==> src/sv/rrbm_pkg.sv <==
// ============================================================================
// rrbm_pkg: shared types and constants for the rounded-rectangle border mask
// Holds the port payload structs, the configuration register indexes, the
// field widths and the structs passed between pipeline stages.
// ============================================================================
package rrbm_pkg;

  // Field widths.
  localparam int unsigned COORD_BITS    = 12;
  localparam int unsigned DIM_BITS      = 13;
  localparam int unsigned RAD_BITS      = 12;
  localparam int unsigned COLOR_BITS    = 32;
  localparam int unsigned CFG_IDX_BITS  = 3;
  localparam int unsigned CFG_DATA_BITS = 32;
  localparam int unsigned NUM_CORNERS   = 4;

  // Width used to compare a coordinate against the frame size.
  localparam int unsigned CMP_BITS  = (COORD_BITS > DIM_BITS) ? COORD_BITS : DIM_BITS;
  // Squared offset inside a corner box, its sum over two axes, squared inner bound.
  localparam int unsigned SQ_BITS   = 2 * RAD_BITS;
  localparam int unsigned DIST_BITS = SQ_BITS + 1;
  localparam int unsigned DMIN_BITS = 2 * DIM_BITS;

  // Configuration register indexes.
  localparam logic [CFG_IDX_BITS-1:0] REG_FRAME_WIDTH       = 3'd0;
  localparam logic [CFG_IDX_BITS-1:0] REG_FRAME_HEIGHT      = 3'd1;
  localparam logic [CFG_IDX_BITS-1:0] REG_CORNER_RADIUS     = 3'd2;
  localparam logic [CFG_IDX_BITS-1:0] REG_BORDER_WIDTH      = 3'd3;
  localparam logic [CFG_IDX_BITS-1:0] REG_BORDER_COLOR      = 3'd4;
  localparam logic [CFG_IDX_BITS-1:0] REG_TRANSPARENT_COLOR = 3'd5;

  // Register reset values.
  localparam logic [DIM_BITS-1:0]   FRAME_WIDTH_RST       = 13'd640;
  localparam logic [DIM_BITS-1:0]   FRAME_HEIGHT_RST      = 13'd480;
  localparam logic [RAD_BITS-1:0]   CORNER_RADIUS_RST     = 12'd0;
  localparam logic [DIM_BITS-1:0]   BORDER_WIDTH_RST      = 13'd0;
  localparam logic [COLOR_BITS-1:0] BORDER_COLOR_RST      = 32'd0;
  localparam logic [COLOR_BITS-1:0] TRANSPARENT_COLOR_RST = 32'd0;

  // Input word.
  typedef struct packed {
    logic [COORD_BITS-1:0] pixel_x;
    logic [COORD_BITS-1:0] pixel_y;
  } pixel_in_t;

  // Result word.
  typedef struct packed {
    logic                  overwrite;
    logic [COLOR_BITS-1:0] pixel_color;
    logic                  in_frame;
  } result_t;

  // Geometry stage output: frame and box tests plus per-axis corner offsets.
  typedef struct packed {
    logic                in_frame;
    logic                border_hit;
    logic                corner_en;
    logic                in_l;
    logic                in_r;
    logic                in_t;
    logic                in_b;
    logic [RAD_BITS-1:0] r_eff;
    logic [DIM_BITS-1:0] diff;
    logic [RAD_BITS-1:0] dx_l;
    logic [RAD_BITS-1:0] dx_r;
    logic [RAD_BITS-1:0] dy_t;
    logic [RAD_BITS-1:0] dy_b;
  } geom_t;

  // Distance stage output: squared distance per corner box and both bounds.
  typedef struct packed {
    logic                                   in_frame;
    logic                                   border_hit;
    logic [NUM_CORNERS-1:0]                 box_en;
    logic [NUM_CORNERS-1:0][DIST_BITS-1:0]  sq_dist;
    logic [SQ_BITS-1:0]                     dmax;
    logic [DMIN_BITS-1:0]                   dmin;
  } dist_t;

endpackage

==> src/sv/rrbm_geom.sv <==
// ============================================================================
// rrbm_geom: frame, border strip and corner box tests
// Clamps the radius, tests the pixel against the frame, the border strips and
// the four corner boxes, and forms the per-axis offsets to the corner centers.
// ============================================================================
module rrbm_geom (
  input  logic                                 clk_i,
  input  logic                                 rst_ni,
  input  logic                                 valid_i,
  input  rrbm_pkg::pixel_in_t                  pixel_i,
  input  logic [rrbm_pkg::DIM_BITS-1:0]        frame_width_i,
  input  logic [rrbm_pkg::DIM_BITS-1:0]        frame_height_i,
  input  logic [rrbm_pkg::RAD_BITS-1:0]        corner_radius_i,
  input  logic [rrbm_pkg::DIM_BITS-1:0]        edge_thick_i,
  output logic                                 valid_o,
  output rrbm_pkg::geom_t                      geom_o
);

  localparam int unsigned CmpBits = rrbm_pkg::CMP_BITS;
  localparam int unsigned DimBits = rrbm_pkg::DIM_BITS;
  localparam int unsigned RadBits = rrbm_pkg::RAD_BITS;

  logic [CmpBits-1:0]   x_c, y_c, w_c, h_c;
  logic [DimBits-1:0]   x_s, y_s, lim, r_c, bxr, byb;
  logic [DimBits:0]     x_sum, y_sum;
  rrbm_pkg::geom_t      geom_d, geom_q;
  logic                 valid_q;

  always_comb begin
    x_c = CmpBits'(pixel_i.pixel_x);
    y_c = CmpBits'(pixel_i.pixel_y);
    w_c = CmpBits'(frame_width_i);
    h_c = CmpBits'(frame_height_i);

    // Inside the frame the coordinates fit the frame-size width.
    x_s = DimBits'(pixel_i.pixel_x);
    y_s = DimBits'(pixel_i.pixel_y);

    x_sum = {1'b0, x_s} + {1'b0, edge_thick_i};
    y_sum = {1'b0, y_s} + {1'b0, edge_thick_i};

    lim = ((frame_width_i < frame_height_i) ? frame_width_i : frame_height_i) - 1'b1;
    r_c = ({1'b0, corner_radius_i} > lim) ? lim : {1'b0, corner_radius_i};
    bxr = frame_width_i - r_c - 1'b1;
    byb = frame_height_i - r_c - 1'b1;

    geom_d.in_frame   = (x_c < w_c) && (y_c < h_c);
    geom_d.border_hit = (edge_thick_i != '0) &&
                        ((y_s < edge_thick_i) || (x_s < edge_thick_i) ||
                         (y_sum >= {1'b0, frame_height_i}) ||
                         (x_sum >= {1'b0, frame_width_i}));
    geom_d.corner_en  = (r_c != '0);
    geom_d.in_l       = (x_s <= r_c);
    geom_d.in_r       = (x_s >= bxr);
    geom_d.in_t       = (y_s <= r_c);
    geom_d.in_b       = (y_s >= byb);
    geom_d.r_eff      = RadBits'(r_c);
    geom_d.diff       = (r_c > edge_thick_i) ? (r_c - edge_thick_i)
                                             : (edge_thick_i - r_c);
    geom_d.dx_l       = RadBits'(r_c - x_s);
    geom_d.dx_r       = RadBits'(x_s - bxr);
    geom_d.dy_t       = RadBits'(r_c - y_s);
    geom_d.dy_b       = RadBits'(y_s - byb);
  end

  always_ff @(posedge clk_i or negedge rst_ni) begin
    if (!rst_ni) begin
      valid_q <= 1'b0;
    end else begin
      valid_q <= valid_i;
    end
  end

  always_ff @(posedge clk_i) begin
    geom_q <= geom_d;
  end

  assign valid_o = valid_q;
  assign geom_o  = geom_q;

endmodule

==> src/sv/rrbm_dist.sv <==
// ============================================================================
// rrbm_dist: squared distances to the corner centers
// Two stages: six parallel squarers, then the per-corner sums of the squares.
// ============================================================================
module rrbm_dist (
  input  logic                  clk_i,
  input  logic                  rst_ni,
  input  logic                  valid_i,
  input  rrbm_pkg::geom_t       geom_i,
  output logic                  valid_o,
  output rrbm_pkg::dist_t       dist_o
);

  localparam int unsigned SqBits   = rrbm_pkg::SQ_BITS;
  localparam int unsigned DistBits = rrbm_pkg::DIST_BITS;
  localparam int unsigned DminBits = rrbm_pkg::DMIN_BITS;

  typedef struct packed {
    logic                in_frame;
    logic                border_hit;
    logic                corner_en;
    logic                in_l;
    logic                in_r;
    logic                in_t;
    logic                in_b;
    logic [SqBits-1:0]   sq_xl;
    logic [SqBits-1:0]   sq_xr;
    logic [SqBits-1:0]   sq_yt;
    logic [SqBits-1:0]   sq_yb;
    logic [SqBits-1:0]   dmax;
    logic [DminBits-1:0] dmin;
  } sq_t;

  sq_t              sq_d, sq_q;
  rrbm_pkg::dist_t  dist_d, dist_q;
  logic             sq_valid_q, dist_valid_q;

  // Squaring stage.
  always_comb begin
    sq_d.in_frame   = geom_i.in_frame;
    sq_d.border_hit = geom_i.border_hit;
    sq_d.corner_en  = geom_i.corner_en;
    sq_d.in_l       = geom_i.in_l;
    sq_d.in_r       = geom_i.in_r;
    sq_d.in_t       = geom_i.in_t;
    sq_d.in_b       = geom_i.in_b;
    sq_d.sq_xl      = SqBits'(geom_i.dx_l) * SqBits'(geom_i.dx_l);
    sq_d.sq_xr      = SqBits'(geom_i.dx_r) * SqBits'(geom_i.dx_r);
    sq_d.sq_yt      = SqBits'(geom_i.dy_t) * SqBits'(geom_i.dy_t);
    sq_d.sq_yb      = SqBits'(geom_i.dy_b) * SqBits'(geom_i.dy_b);
    sq_d.dmax       = SqBits'(geom_i.r_eff) * SqBits'(geom_i.r_eff);
    sq_d.dmin       = DminBits'(geom_i.diff) * DminBits'(geom_i.diff);
  end

  // Sum stage. Corner q uses the right column when bit 0 is set and the
  // bottom row when bit 1 is set.
  always_comb begin
    dist_d.in_frame   = sq_q.in_frame;
    dist_d.border_hit = sq_q.border_hit;
    dist_d.dmax       = sq_q.dmax;
    dist_d.dmin       = sq_q.dmin;
    dist_d.box_en[0]  = sq_q.corner_en && sq_q.in_l && sq_q.in_t;
    dist_d.box_en[1]  = sq_q.corner_en && sq_q.in_r && sq_q.in_t;
    dist_d.box_en[2]  = sq_q.corner_en && sq_q.in_l && sq_q.in_b;
    dist_d.box_en[3]  = sq_q.corner_en && sq_q.in_r && sq_q.in_b;
    dist_d.sq_dist[0] = DistBits'(sq_q.sq_xl) + DistBits'(sq_q.sq_yt);
    dist_d.sq_dist[1] = DistBits'(sq_q.sq_xr) + DistBits'(sq_q.sq_yt);
    dist_d.sq_dist[2] = DistBits'(sq_q.sq_xl) + DistBits'(sq_q.sq_yb);
    dist_d.sq_dist[3] = DistBits'(sq_q.sq_xr) + DistBits'(sq_q.sq_yb);
  end

  always_ff @(posedge clk_i or negedge rst_ni) begin
    if (!rst_ni) begin
      sq_valid_q   <= 1'b0;
      dist_valid_q <= 1'b0;
    end else begin
      sq_valid_q   <= valid_i;
      dist_valid_q <= sq_valid_q;
    end
  end

  always_ff @(posedge clk_i) begin
    sq_q   <= sq_d;
    dist_q <= dist_d;
  end

  assign valid_o = dist_valid_q;
  assign dist_o  = dist_q;

endmodule

==> src/sv/rrbm_classify.sv <==
// ============================================================================
// rrbm_classify: final pixel decision and result register
// Applies the corner tests in order, last corner winning, over the border
// strip decision, and registers the result word.
// ============================================================================
module rrbm_classify (
  input  logic                                 clk_i,
  input  logic                                 rst_ni,
  input  logic                                 valid_i,
  input  rrbm_pkg::dist_t                      dist_i,
  input  logic [rrbm_pkg::COLOR_BITS-1:0]      border_color_i,
  input  logic [rrbm_pkg::COLOR_BITS-1:0]      transparent_color_i,
  output logic                                 valid_o,
  output rrbm_pkg::result_t                    result_o
);

  localparam int unsigned DistBits = rrbm_pkg::DIST_BITS;
  localparam int unsigned DminBits = rrbm_pkg::DMIN_BITS;

  logic                              hit;
  logic                              use_transp;
  rrbm_pkg::result_t                 result_d, result_q;
  logic                              valid_q;

  always_comb begin
    hit        = dist_i.border_hit;
    use_transp = 1'b0;
    for (int q = 0; q < int'(rrbm_pkg::NUM_CORNERS); q++) begin
      if (dist_i.box_en[q]) begin
        if (dist_i.sq_dist[q] > DistBits'(dist_i.dmax)) begin
          hit        = 1'b1;
          use_transp = 1'b1;
        end else if (DminBits'(dist_i.sq_dist[q]) >= dist_i.dmin) begin
          hit        = 1'b1;
          use_transp = 1'b0;
        end
      end
    end

    result_d.in_frame    = dist_i.in_frame;
    result_d.overwrite   = dist_i.in_frame && hit;
    if (dist_i.in_frame && hit) begin
      result_d.pixel_color = use_transp ? transparent_color_i : border_color_i;
    end else begin
      result_d.pixel_color = '0;
    end
  end

  always_ff @(posedge clk_i or negedge rst_ni) begin
    if (!rst_ni) begin
      valid_q <= 1'b0;
    end else begin
      valid_q <= valid_i;
    end
  end

  always_ff @(posedge clk_i) begin
    result_q <= result_d;
  end

  assign valid_o  = valid_q;
  assign result_o = result_q;

endmodule

==> src/sv/rounded_rect_border_mask_core.sv <==
// ============================================================================
// rounded_rect_border_mask_core: rounded-rectangle overlay pixel classifier
// Tells for each pixel coordinate whether an overlay replaces it and with
// which color: border strips, rounded corner rings and transparent corners.
// ============================================================================
//
// The block takes one pixel word in every clock cycle and never pushes back:
// busy_o is held low, so a word is taken at every edge where start_i is high.
// Each result word appears on result_o for one cycle with result_valid_o
// high, in the same order as the pixels were taken; the receiver cannot
// stall it and must take it in that cycle. The five registers on the way
// are the input register, the geometry stage (frame test, radius clamp,
// border strips, corner boxes), the squaring stage, the distance sum
// stage and the result register.
// Configuration registers are written through cfg_we_i, cfg_index_i and
// cfg_data_i and take effect at once; they must only be written while no
// pixel word is in flight, since the geometry stage and the result stage
// read them live. Writes to an unused index are dropped.
//
// Inside the frame, pixels within the border thickness of any edge take
// border_color. With a nonzero radius (clamped to the smaller frame side
// minus one) the four corner boxes are then tested in order top-left,
// top-right, bottom-left, bottom-right, and the last box that decides wins:
// a pixel farther than the radius from the corner center becomes
// transparent_color, one in the ring between the inner radius
// |radius - border thickness| and the radius takes border_color. Pixels
// outside the frame report in_frame low and are never overwritten, and
// pixel_color reads zero whenever overwrite is low.
//
module rounded_rect_border_mask_core (
  input  logic                                  clk_i,
  input  logic                                  rst_ni,
  input  logic                                  start_i,
  output logic                                  busy_o,
  input  rrbm_pkg::pixel_in_t                   pixel_i,
  input  logic                                  cfg_we_i,
  input  logic [rrbm_pkg::CFG_IDX_BITS-1:0]     cfg_index_i,
  input  logic [rrbm_pkg::CFG_DATA_BITS-1:0]    cfg_data_i,
  output logic                                  result_valid_o,
  output rrbm_pkg::result_t                     result_o
);

  localparam int unsigned DimBits   = rrbm_pkg::DIM_BITS;
  localparam int unsigned RadBits   = rrbm_pkg::RAD_BITS;
  localparam int unsigned ColorBits = rrbm_pkg::COLOR_BITS;

  // Configuration registers.
  logic [DimBits-1:0]   frame_width_q;
  logic [DimBits-1:0]   frame_height_q;
  logic [RadBits-1:0]   corner_radius_q;
  logic [DimBits-1:0]   edge_thick_q;
  logic [ColorBits-1:0] border_color_q;
  logic [ColorBits-1:0] transparent_color_q;

  // Input register.
  logic                 in_valid_q;
  rrbm_pkg::pixel_in_t  pixel_q;
  logic                 accept;

  // Stage links.
  logic                 geom_valid;
  rrbm_pkg::geom_t      geom;
  logic                 dist_valid;
  rrbm_pkg::dist_t      dist_word;

  // The pipeline advances every cycle, so the block is never busy.
  assign busy_o = 1'b0;
  assign accept = start_i && !busy_o;

  always_ff @(posedge clk_i or negedge rst_ni) begin
    if (!rst_ni) begin
      frame_width_q       <= rrbm_pkg::FRAME_WIDTH_RST;
      frame_height_q      <= rrbm_pkg::FRAME_HEIGHT_RST;
      corner_radius_q     <= rrbm_pkg::CORNER_RADIUS_RST;
      edge_thick_q        <= rrbm_pkg::BORDER_WIDTH_RST;
      border_color_q      <= rrbm_pkg::BORDER_COLOR_RST;
      transparent_color_q <= rrbm_pkg::TRANSPARENT_COLOR_RST;
    end else if (cfg_we_i) begin
      case (cfg_index_i)
        rrbm_pkg::REG_FRAME_WIDTH:       frame_width_q       <= cfg_data_i[DimBits-1:0];
        rrbm_pkg::REG_FRAME_HEIGHT:      frame_height_q      <= cfg_data_i[DimBits-1:0];
        rrbm_pkg::REG_CORNER_RADIUS:     corner_radius_q     <= cfg_data_i[RadBits-1:0];
        rrbm_pkg::REG_BORDER_WIDTH:      edge_thick_q        <= cfg_data_i[DimBits-1:0];
        rrbm_pkg::REG_BORDER_COLOR:      border_color_q      <= cfg_data_i[ColorBits-1:0];
        rrbm_pkg::REG_TRANSPARENT_COLOR: transparent_color_q <= cfg_data_i[ColorBits-1:0];
        default: ;
      endcase
    end
  end

  always_ff @(posedge clk_i or negedge rst_ni) begin
    if (!rst_ni) begin
      in_valid_q <= 1'b0;
    end else begin
      in_valid_q <= accept;
    end
  end

  always_ff @(posedge clk_i) begin
    if (accept) begin
      pixel_q <= pixel_i;
    end
  end

  rrbm_geom u_geom (
    .clk_i           (clk_i),
    .rst_ni          (rst_ni),
    .valid_i         (in_valid_q),
    .pixel_i         (pixel_q),
    .frame_width_i   (frame_width_q),
    .frame_height_i  (frame_height_q),
    .corner_radius_i (corner_radius_q),
    .edge_thick_i    (edge_thick_q),
    .valid_o         (geom_valid),
    .geom_o          (geom)
  );

  rrbm_dist u_dist (
    .clk_i   (clk_i),
    .rst_ni  (rst_ni),
    .valid_i (geom_valid),
    .geom_i  (geom),
    .valid_o (dist_valid),
    .dist_o  (dist_word)
  );

  rrbm_classify u_classify (
    .clk_i               (clk_i),
    .rst_ni              (rst_ni),
    .valid_i             (dist_valid),
    .dist_i              (dist_word),
    .border_color_i      (border_color_q),
    .transparent_color_i (transparent_color_q),
    .valid_o             (result_valid_o),
    .result_o            (result_o)
  );

endmodule

==> config.mk <==
export PLATFORM = sky130hd
export DESIGN_NAME = rounded_rect_border_mask_core
export DESIGN_NICKNAME = d
export VERILOG_FILES = /design/src/sv/rrbm_pkg.sv /design/src/sv/rrbm_geom.sv /design/src/sv/rrbm_dist.sv /design/src/sv/rrbm_classify.sv /design/src/sv/rounded_rect_border_mask_core.sv
export SDC_FILE = /design/constraint.sdc
export NUM_CORES = 2
export LEC_CHECK = 0
export BUFFER_PORTS_ARGS = -buffer_cell sky130_fd_sc_hd__buf_2
export CAP_MARGIN = 20
export CORE_UTILIZATION = 60
export DETAILED_ROUTE_END_ITERATION = 12
export GPL_TIMING_DRIVEN = 0
export PLACE_DENSITY = 0.77
export REMOVE_ABC_BUFFERS = 1
export SLEW_MARGIN = 20
export SYNTH_ARGS = -nofsm -noshare
export SYNTH_HDL_FRONTEND = slang
export SYNTH_HIERARCHICAL = 1
export SYNTH_SLANG_ARGS = --single-unit
==> constraint.sdc <==
create_clock -name clk_i -period 10.87 [get_ports clk_i]
set_input_delay 1.6305 -clock clk_i [delete_from_list [all_inputs] [get_ports clk_i]]
set_output_delay 1.6305 -clock clk_i [all_outputs]
set_load 0.01 [all_outputs]
==> summary.md <==
| Metric | Value |
|---|---|
| Most common cell after layout, fill and taps aside | `inv_1` |
| Final nets | `7423` |
| Synth warnings | `6` |
| Synth cell types | `108` |
| Detailed placement HPWL | `around 110 mm` |
| FFs w/ async S/R, synth | `between 20% and 30%` |
| Vias per cell | `5.784` |
| Worst rel slew slack | `16.81%` |
| Worst setup SP type | `flop` |
| Wirelength per Cell | `~19 microns` |
| Final clock skew | `between 0.04 and 0.05 ns` |
| IO buf count | `slightly below 100` |
| CTS tree | `yes` |
| First-pass DRT Iterations | `8` |
| Post-Syn Instances | `roughly 5900` |
| Status | `completed` |
| Area of the multi-input gates | `0.03960 sq mm` |
| Critical Path Sink Type | `flop` |
| Worst-Margin Slew | `between 1 and 1.5 ns` |
| Max-slew violations | `0` |
| Clock root buffer master | `clkbuf_16` |
| Data required, critical path | `~11 ns` |
| Hold WC Path Type | `reg2reg` |
| Full die area | `about 0.095 sq mm` |
| Core area | `0.09222 sq mm` |
| Number of enable flip-flop cells after synthesis | `24` |
| Vias in the first global route | `41770` |
| Setup violators final | `0` |
| Crit-path slowest cell | `mux2i_1` |
| RD Place Congestion | `1.005` |
| Max-Cap Viols | `0` |
| Post-Route Utilization | `65.03%` |
| Buf/Inv on CP | `4` |
| Cts repair resizes | `0` |
| 1st-iter DRT viols | `slightly above 3000` |
| Largest net degree at the start of global routing | `78` |
| CTS Hold Buffers Added | `0` |
| Total global-route track usage | `between 20% and 30%` |
| Final min period | `10.58 ns` |
| Top_reg_cell synth | `dfxtp_1` |
| Initial Utilization | `roughly three fifths` |
| Clock Sinks | `559` |
| Seq cells post-synth | `559` |
| Sequential cell area fraction in the yosys report | `21.39%` |
| Layout cell share with drive strength beyond 1 | `7.919%` |
| Io pins | `99` |
| Initial antenna violation count | `6` |
| Worst skew pair latency | `~0.67 ns` |
| CP max stage delay | `1.07 ns` |
| Family with the most delay on the worst path | `compound AO/OA/AOI/OAI gates` |
| Maximum clock frequency | `roughly 95 MHz` |
| # rows | `111` |
| Most frequent cells in the layout | `inv_1, ha_1, fa_1, dfxtp_1, nand2_1` |
| Vias | `41983` |
| Netlist Area Pre-Place | `0.05628 sq mm` |
| RSZ-0062 raised after global routing | `false` |
| TNS Setup | `0 ns` |
| Post-Route WL | `between 100 and 150 mm` |
| Post-DRT Antenna Nets | `0` |
| H-tree depth | `2` |
| Post-CTS setup repair buffer count | `0` |
| Worst Path Arrival | `11.08 ns` |
| Worst-path clk slew | `0.07 ns` |
| DRC | `0` |
| Mean Syn Cell Area | `9.500 sq um` |
| CP max FO | `24` |
| Die Wd | `308.3 microns` |
| Tcrit/Tclk final | `97.31%` |
| Area Overhead vs Synth | `6.549%` |
| Fillers | `7457` |
| Seq. cell area | `0.01204 sq mm` |
| Hold Vio Cnt, Final | `0` |
| First-pass GRT wire length | `222.7 mm` |
| Crit Path Category | `reg2reg` |
| Chip height | `between 300 and 400 microns` |
| CTS Buf Count | `60` |
| Total gr overflow | `0` |
| Clock buffer depth | `3` |
## metrics by stage
| step | setup slack, ns | instance area [sq um] | instances | hold slack (ns) |
|---|---|---|---|---|
| finish | 0.2924 | 59970 | 7258 | 0.3180 |
| global route | 0.01494 | 59960 | 7254 | 0.3258 |
| CTS | 0.3651 | 59940 | 7253 | 0.3230 |
| detailed placement | 0.4327 | 57960 | 7140 | 0.3121 |
| global placement | 0.001981 | 57670 | 7124 | 0.3105 |
| floorplan | 1.971 | 55630 | 5784 | 0.3096 |
## final timing paths
check / start / cells past startpoint / to / slack (ns)
worst max-delay path: frame_height_q[8] / 29 / u_geom/geom_o[50] / 0.29
worst min-delay path: u_dist/dist_d[46] / 0 / u_dist/dist_o[46] / 0.32
worst max register to register: frame_height_q[8] / 29 / u_geom/geom_o[50] / 0.29
worst min register to register: u_dist/dist_d[46] / 0 / u_dist/dist_o[46] / 0.32
max in group asynchronous: rst_ni / 2 / border_color_q[22] / 9.24
min in group asynchronous: rst_ni / 1 / corner_radius_q[7] / 0.89
## metal layers
layer	global-route usage (%)	vias up	share of wire (%)
met3	3.821	320	6.5
met1	39.04	20596	42
met5	0	-	0.0093
li1	-	19793	-
met4	11.77	2	4.2
met2	49.98	1272	47
## state kept, by name, indices dropped and copies added, names as in the netlist, 24 cells and up
signal,cells
transparent_color_q,32
pixel_q,24
u_geom/geom_o,80
u_dist/dist_d,50
u_dist/dist_o,154
u_classify/result_o,34
u_dist/sq_q,97
border_color_q,32
## worst register-to-register path, delay by kind of cell (launching register included)
kind,cells,cell delay (ns)
AOI/OAI and AO/OA,8,3.02
and+or+nand+nor,7,1.92
muxes,4,1.85
adders and majority gates,4,1.44
buffers and inverters,4,1.00
DFF,1,0.65
xor gates and xnor gates,2,0.51
## layout make-up
class / count / area share, %
antenna: 4 / 0.01669
tap: 1243 / 2.594
multi-input combinational: 4139 / 66.03
timing repair buffer: 114 / 1.193
sequential: 559 / 20.08
clock buffer: 80 / 2.696
clock inverter: 33 / 0.5947
inverter: 1086 / 6.798
## synthesized netlist by cell type (120+ instances only)
cell        n  share of area (%)
inv_1    1085                7.2
ha_1      886                 20
fa_1      514                 18
dfxtp_1   415                 15
nand2_1   344                2.3
a21oi_1   290                2.6
and2_1    239                2.7
xnor2_1   232                3.6
nor2_1    183                1.2
o21ai_0   169                1.5
a21o_1    132                1.8
mux2_2    120                2.4
## kinds of logic after synthesis
group | synth area share (%)
DFF | 21.39
AOI/OAI and AO/OA | 12.09
xor gates and xnor gates | 5.027
buffers and inverters | 8.406
adders and majority gates | 37.98
and+or+nand+nor | 12.01
muxes | 3.075
other | 0.02001
Power is not shown: default switching activity piles up to over one toggle a cycle in this logic, so the estimate is an artifact.
